[src/hw/rtl/fte_pkg.sv]
package fte_pkg;

    // Store depth and derived widths.
    localparam int MAX_ENTRIES = 1024;
    localparam int ADDR_W      = $clog2(MAX_ENTRIES);
    localparam int IDX_W       = 11;
    localparam int DATA_W      = 32;
    // Walk indices need two spare bits so that an upward step past the size never wraps.
    localparam int WALK_W      = (ADDR_W + 2 > IDX_W) ? ADDR_W + 2 : IDX_W;

    localparam logic [WALK_W-1:0] N_MAX      = WALK_W'(MAX_ENTRIES);
    localparam logic [WALK_W-1:0] K_TOP      = WALK_W'(1) << ADDR_W;
    localparam logic [ADDR_W-1:0] CLR_LAST   = ADDR_W'(MAX_ENTRIES - 1);
    localparam logic [IDX_W-1:0]  SIZE_RESET = 11'd1024;

    typedef enum logic [1:0] {
        OP_ADD    = 2'd0,
        OP_PREFIX = 2'd1,
        OP_RANGE  = 2'd2,
        OP_SEARCH = 2'd3
    } op_t;

    typedef enum logic [2:0] {
        ST_CLEAR,
        ST_IDLE,
        ST_WALK,
        ST_SRCH_RD,
        ST_SRCH_EV,
        ST_FINISH
    } state_t;

    typedef struct packed {
        op_t                      opcode;
        logic [IDX_W-1:0]         index;
        logic [IDX_W-1:0]         index_high;
        logic signed [DATA_W-1:0] value;
    } req_t;

    typedef struct packed {
        logic signed [DATA_W-1:0] sum_result;
        logic [IDX_W-1:0]         position;
        logic                     bad_index;
    } rsp_t;

    typedef struct packed {
        logic [DATA_W-1:0] a;
        logic [DATA_W-1:0] b;
        logic              sub;
    } alu_req_t;

    typedef struct packed {
        logic [DATA_W-1:0] sum;
        logic              positive;
    } alu_rsp_t;

    typedef struct packed {
        logic              we;
        logic [ADDR_W-1:0] waddr;
        logic [DATA_W-1:0] wdata;
        logic              re;
        logic [ADDR_W-1:0] raddr;
    } ram_req_t;

    // Tree positions start at one, memory addresses at zero.
    function automatic logic [ADDR_W-1:0] to_addr(input logic [WALK_W-1:0] i);
        logic [WALK_W-1:0] t;
        t = i - WALK_W'(1);
        return t[ADDR_W-1:0];
    endfunction

    // Lowest set bit of a walk index.
    function automatic logic [WALK_W-1:0] low_bit(input logic [WALK_W-1:0] i);
        return i & (~i + WALK_W'(1));
    endfunction

    // Limit a sum end to the size in use.
    function automatic logic [WALK_W-1:0] clamp_idx(input logic [IDX_W-1:0] x,
                                                    input logic [WALK_W-1:0] n);
        logic [WALK_W-1:0] xw;
        xw = WALK_W'(x);
        return (xw > n) ? n : xw;
    endfunction

endpackage

[src/hw/rtl/fte_alu.sv]
module fte_alu (
    input  fte_pkg::alu_req_t req,
    output fte_pkg::alu_rsp_t rsp
);
    import fte_pkg::*;

    logic [DATA_W:0] a_ext;
    logic [DATA_W:0] b_ext;
    logic [DATA_W:0] res;

    // Shared 33-bit add or subtract; the extra bit gives an exact signed compare.
    always_comb
    begin
        a_ext = {req.a[DATA_W-1], req.a};
        b_ext = {req.b[DATA_W-1], req.b};
        res   = req.sub ? (a_ext - b_ext) : (a_ext + b_ext);
    end

    assign rsp.sum      = res[DATA_W-1:0];
    assign rsp.positive = !res[DATA_W] && (res != '0);

endmodule

[config.mk]
export PLATFORM = sky130hd
export DESIGN_NAME = fte_alu
export DESIGN_NICKNAME = d
export VERILOG_FILES = /design/src/hw/rtl/fte_pkg.sv /design/src/hw/rtl/fte_alu.sv
export SDC_FILE = /design/constraint.sdc
export NUM_CORES = 1
export LEC_CHECK = 0
export BUFFER_PORTS_ARGS = -buffer_cell sky130_fd_sc_hd__buf_2
export CORE_MARGIN = 8
export CORE_UTILIZATION = 28
export DETAILED_ROUTE_END_ITERATION = 7
export GPL_TIMING_DRIVEN = 0
export PLACE_DENSITY_LB_ADDON = 0.12
export SYNTH_ARGS = -nofsm -noshare
export SYNTH_HDL_FRONTEND = slang
export SYNTH_SLANG_ARGS = --single-unit
[constraint.sdc]
create_clock -name vclk -period 5.2
set_input_delay 0.78 -clock vclk [all_inputs]
set_output_delay 0.78 -clock vclk [all_outputs]
set_load 0.1 [all_outputs]
==> impl_table.tex <==
\begin{tabular}{lr}
\hline
Metric & Value \\
\hline
\multicolumn{2}{l}{\textbf{Run status}} \\
\quad Status & complete, but fails checks \\
\quad Violations in the final reports & negative setup slack \\
\multicolumn{2}{l}{\textbf{GRT}} \\
\quad First-pass GRT wire length & 17800 µm \\
\quad Global router's overall resource usage & 16.1\% \\
\quad GRT overflow & 0 \\
\quad Initial antenna violation count & 0 \\
\quad Pin count of the biggest net entering global routing & 11 \\
\quad Via count of the first global-routing pass & 3631 \\
\multicolumn{2}{l}{\textbf{Pwr}} \\
\quad Power density of the placed cells & 322 mW/mm² \\
\quad Share of total power in the clock network & 0\% \\
\quad Share of power burned in registers & 0\% \\
\quad Leakage power total & 2.01 nW \\
\quad Internal power & 0.474 mW \\
\quad Maximum resistive drop on vdd & 155 µV \\
\quad Logic gate share of total power & 100.0\% \\
\quad Switching component of the power & 1.07 mW \\
\quad Switching part of the total & 69.4\% \\
\multicolumn{2}{l}{\textbf{Floorplanning}} \\
\quad Core region area & 0.00977 mm² \\
\quad Die Y & 116 µm \\
\quad Initial cell density of the core & 28.7\% \\
\quad Die Footprint & 0.0135 mm² \\
\quad X dimension of the die & 116 µm \\
\quad \# rows & 36 \\
\quad Count of boundary I/O pins & 98 \\
\multicolumn{2}{l}{\textbf{Timing}} \\
\quad Final Setup Violations & 3 \\
\quad Min cycle time layout & 6.06 ns \\
\quad Final Hold Slack & 2.14 ns \\
\quad Worst slew slack as a fraction of its limit & 54.9\% \\
\quad RSZ-0062 raised after global routing & yes \\
\quad Top achievable clock speed & 165 MHz \\
\quad Final Slew Violations & 0 \\
\quad Setup slack after layout & -0.856 ns \\
\quad Share of the clock period used by the worst path after layout & 116\% \\
\quad Final hold violation count & 0 \\
\quad Actual transition at the worst max-transition pin & 0.670 ns \\
\multicolumn{2}{l}{\textbf{Finish}} \\
\quad Fraction of the core area covered by cells at the end of the flow & 49.1\% \\
\quad Diodes inserted & 0 \\
\quad Layout cells sized above 1 & 45.6\% \\
\quad NumNets Final & 669 \\
\quad Area occupied by registers & 0 µm² \\
\quad Total number of sequential cells & 0 \\
\quad Count of clock buffers in the final design & 0 \\
\quad Synthesis-to-layout area growth & 71.1\% \\
\multicolumn{2}{l}{\textbf{Placed design}} \\
\quad Input/output buffers & 97 \\
\quad Final Wtd Congestion & 0.877 \\
\quad Placed wire-length estimate & 9340 µm \\
\multicolumn{2}{l}{\textbf{Synth}} \\
\quad Largest cells by area after synthesis & sky130\_fd\_sc\_hd\_\_ha\_1 15\%, sky130\_fd\_sc\_hd\_\_xnor2\_1 12\%, sky130\_fd\_sc\_hd\_\_a21oi\_1 8.7\%, sky130\_fd\_sc\_hd\_\_nor2\_1 5.1\%, sky130\_fd\_sc\_hd\_\_nand2\_1 3.7\% \\
\quad Fraction of the yosys area taken by sequential cells & 0\% \\
\quad Post-Synthesis Cell Area & 0.00281 mm² \\
\quad Synthesized netlist net count & 518 \\
\quad Count of different cell masters after synthesis & 63 \\
\quad YS warnings & 0 \\
\quad Cell accounting for the most synthesized area & sky130\_fd\_sc\_hd\_\_ha\_1 \\
\quad Mean post-synth cell area & 6.70 µm² \\
\quad Cells after synthesis & 419 \\
\quad Yosys top cell area share & 14.7\% \\
\multicolumn{2}{l}{\textbf{Detailed routing}} \\
\quad DRC violation count after routing & 0 \\
\quad First-pass iteration count of the detailed router & 4 \\
\quad Mean routed wirelength per cell & 16.5 µm \\
\quad Remaining antenna violation count after routing & 0 \\
\quad Via total after detailed routing & 3667 \\
\quad Vias per cell & 5.23 \\
\quad Wire length after detailed routing & 11600 µm \\
\quad DR iter-0 viols & 156 \\
\multicolumn{2}{l}{\textbf{Setup path}} \\
\quad Category of the worst setup path capture point & primary output \\
\quad Data arrival time of the critical path & 5.28 ns \\
\quad Class of the most critical setup path & input pin to primary output \\
\quad Kind of start point of the critical path & input pin \\
\quad Maximum fanout along the worst path & 7 \\
\quad Worst EP required & 4.42 ns \\
\multicolumn{2}{l}{\textbf{Job}} \\
\quad Max-Cap Viols & 0 \\
\multicolumn{2}{l}{\textbf{Clock tree}} \\
\quad Hold-fix buffers, CTS & 0 \\
\multicolumn{2}{l}{\textbf{Hold path}} \\
\quad Type of the tightest min-delay check & input pin to primary output \\
\hline
\end{tabular}
logic make-up after synthesis:
logic type | after synthesis | synth area share (%)
and+or+nand+nor | 156 | 29.4
AOI/OAI and AO/OA | 141 | 33.5
xor gates and xnor gates | 50 | 15.6
buffers and inverters | 35 | 4.99
adders and majority gates | 34 | 15.4
muxes | 3 | 1.11
cells in the final DEF, fill, tap and decap left out, types with 4 or more instances in the layout:
cell | synthesis | routed
sky130_fd_sc_hd__nand2b_1 | 4 | 4
sky130_fd_sc_hd__nor4_1 | 10 | 6
sky130_fd_sc_hd__inv_1 | 21 | 18
sky130_fd_sc_hd__a21oi_1 | 49 | 39
sky130_fd_sc_hd__xnor2_2 | 0 | 6
sky130_fd_sc_hd__xnor2_1 | 40 | 33
sky130_fd_sc_hd__o21ai_0 | 15 | 10
sky130_fd_sc_hd__nor3_1 | 19 | 13
sky130_fd_sc_hd__and3_1 | 5 | 4
sky130_fd_sc_hd__o211ai_1 | 5 | 5
sky130_fd_sc_hd__buf_12 | 0 | 9
sky130_fd_sc_hd__nand2_1 | 28 | 24
sky130_fd_sc_hd__a21o_1 | 12 | 10
sky130_fd_sc_hd__nand3_1 | 7 | 5
sky130_fd_sc_hd__o21a_1 | 6 | 5
sky130_fd_sc_hd__xor2_1 | 10 | 4
sky130_fd_sc_hd__nand4_1 | 9 | 9
sky130_fd_sc_hd__a21oi_2 | 4 | 13
sky130_fd_sc_hd__buf_6 | 0 | 12
sky130_fd_sc_hd__clkbuf_4 | 0 | 5
sky130_fd_sc_hd__and2_1 | 9 | 9
sky130_fd_sc_hd__ha_1 | 33 | 27
sky130_fd_sc_hd__a211oi_2 | 2 | 4
sky130_fd_sc_hd__or3_1 | 8 | 5
sky130_fd_sc_hd__buf_2 | 7 | 86
sky130_fd_sc_hd__nor2_1 | 38 | 35
sky130_fd_sc_hd__clkbuf_1 | 7 | 4
sky130_fd_sc_hd__buf_4 | 0 | 44
sky130_fd_sc_hd__o21bai_1 | 5 | 5
sky130_fd_sc_hd__o21ai_1 | 4 | 5
sky130_fd_sc_hd__o21ai_2 | 0 | 4
through the flow:
stage | area [µm²] | setup WS (ns) | instances | total power, mW | TNS (ns)
2_1_floorplan | 3160 | -0.735 | 419 | 1.09 | -0.735
3_3_place_gp | 3810 | -1.47 | 649 | 1.31 | -5.17
3_5_place_dp | 3810 | -1.52 | 649 | 1.31 | -5.56
4_1_cts | 4350 | -0.822 | 673 | 1.44 | -1.68
5_1_grt | 4800 | -1.02 | 701 | 1.63 | -2.78
6_report | 4800 | -0.856 | 701 | 1.55 | -1.84
power by group through the flow:
stage / logic (mW) / clock network (mW) / registers [mW]
2_1_floorplan: 1.09 / 0 / 0
3_3_place_gp: 1.31 / 0 / 0
3_5_place_dp: 1.31 / 0 / 0
4_1_cts: 1.44 / 0 / 0
5_1_grt: 1.63 / 0 / 0
6_report: 1.55 / 0 / 0
Yosys cell counts, types with 2 or more instances:
master and number:
sky130_fd_sc_hd__a21oi_1 49, sky130_fd_sc_hd__xnor2_1 40, sky130_fd_sc_hd__nor2_1 38, sky130_fd_sc_hd__ha_1 33
sky130_fd_sc_hd__nand2_1 28, sky130_fd_sc_hd__inv_1 21, sky130_fd_sc_hd__nor3_1 19, sky130_fd_sc_hd__o21ai_0 15
sky130_fd_sc_hd__a21o_1 12, sky130_fd_sc_hd__nor4_1 10, sky130_fd_sc_hd__xor2_1 10, sky130_fd_sc_hd__and2_1 9
sky130_fd_sc_hd__nand4_1 9, sky130_fd_sc_hd__or3_1 8, sky130_fd_sc_hd__buf_2 7, sky130_fd_sc_hd__clkbuf_1 7
sky130_fd_sc_hd__nand3_1 7, sky130_fd_sc_hd__o21a_1 6, sky130_fd_sc_hd__a31oi_1 5, sky130_fd_sc_hd__and3_1 5
sky130_fd_sc_hd__o211ai_1 5, sky130_fd_sc_hd__o21bai_1 5, sky130_fd_sc_hd__a211oi_1 4, sky130_fd_sc_hd__a21oi_2 4
sky130_fd_sc_hd__nand2b_1 4, sky130_fd_sc_hd__o21ai_1 4, sky130_fd_sc_hd__o31ai_1 3, sky130_fd_sc_hd__or4_1 3
sky130_fd_sc_hd__a211o_1 2, sky130_fd_sc_hd__a211oi_2 2, sky130_fd_sc_hd__a21boi_1 2, sky130_fd_sc_hd__a221o_1 2
sky130_fd_sc_hd__a22oi_1 2, sky130_fd_sc_hd__a311oi_1 2, sky130_fd_sc_hd__and4_1 2, sky130_fd_sc_hd__mux2i_1 2
sky130_fd_sc_hd__nand4b_1 2, sky130_fd_sc_hd__nor2b_1 2, sky130_fd_sc_hd__nor3b_1 2, sky130_fd_sc_hd__nor4b_1 2
sky130_fd_sc_hd__o2111ai_1 2, sky130_fd_sc_hd__o22ai_1 2
path summary, 6_finish.rpt:
kind	startpoint	cells after the start	slack, ns	to
worst max-delay path	req[2]	22	-0.86	rsp[0]
worst min-delay path	req[64]	5	2.14	rsp[0]
critical path, stage by stage:
cell                        delay (ns)
sky130_fd_sc_hd__buf_12           0.11
sky130_fd_sc_hd__inv_12           0.04
sky130_fd_sc_hd__ha_4             0.11
sky130_fd_sc_hd__or4b_4           0.49
sky130_fd_sc_hd__nor3b_4          0.20
sky130_fd_sc_hd__nor2b_4          0.17
sky130_fd_sc_hd__buf_6            0.11
sky130_fd_sc_hd__buf_12           0.11
sky130_fd_sc_hd__a21oi_2          0.05
sky130_fd_sc_hd__xnor2_1          0.16
sky130_fd_sc_hd__ha_1             0.31
sky130_fd_sc_hd__nand4_1          0.15
sky130_fd_sc_hd__buf_4            0.14
sky130_fd_sc_hd__nor3_4           0.04
sky130_fd_sc_hd__a21oi_2          0.21
sky130_fd_sc_hd__nand2_1          0.10
sky130_fd_sc_hd__or3_4            0.36
sky130_fd_sc_hd__a2111oi_4        0.37
sky130_fd_sc_hd__o2111ai_2        0.18
sky130_fd_sc_hd__or4_4            0.52
sky130_fd_sc_hd__o41a_4           0.38
sky130_fd_sc_hd__buf_12           0.17
per-layer routing:
metal  vias up  share of wire (%)  track usage, %
met3         4                5.1            1.45
met2        71                 47            27.3
met5         -                  0               0
met1      1712                 47            22.5
li1       1880                  -               -
met4         0               0.57           0.864
area by class of cell:
type / count / area [µm²]
Buffer: 14 / 98.8
Fill cell: 1009 / 4970
Inverter: 21 / 96.3
Multi-Input combinational cell: 384 / 3360
Tap cell: 133 / 166
Timing Repair Buffer: 149 / 1070
repair_timing:
item | in CTS | in global routing
cloned | 0 | 0
gates resized for setup | 82 | 50
setup buffers | 24 | 28
pin swaps | 38 | 42
endpoints found under the setup margin | 15 | 16
Power figures use the tool's default switching activity.
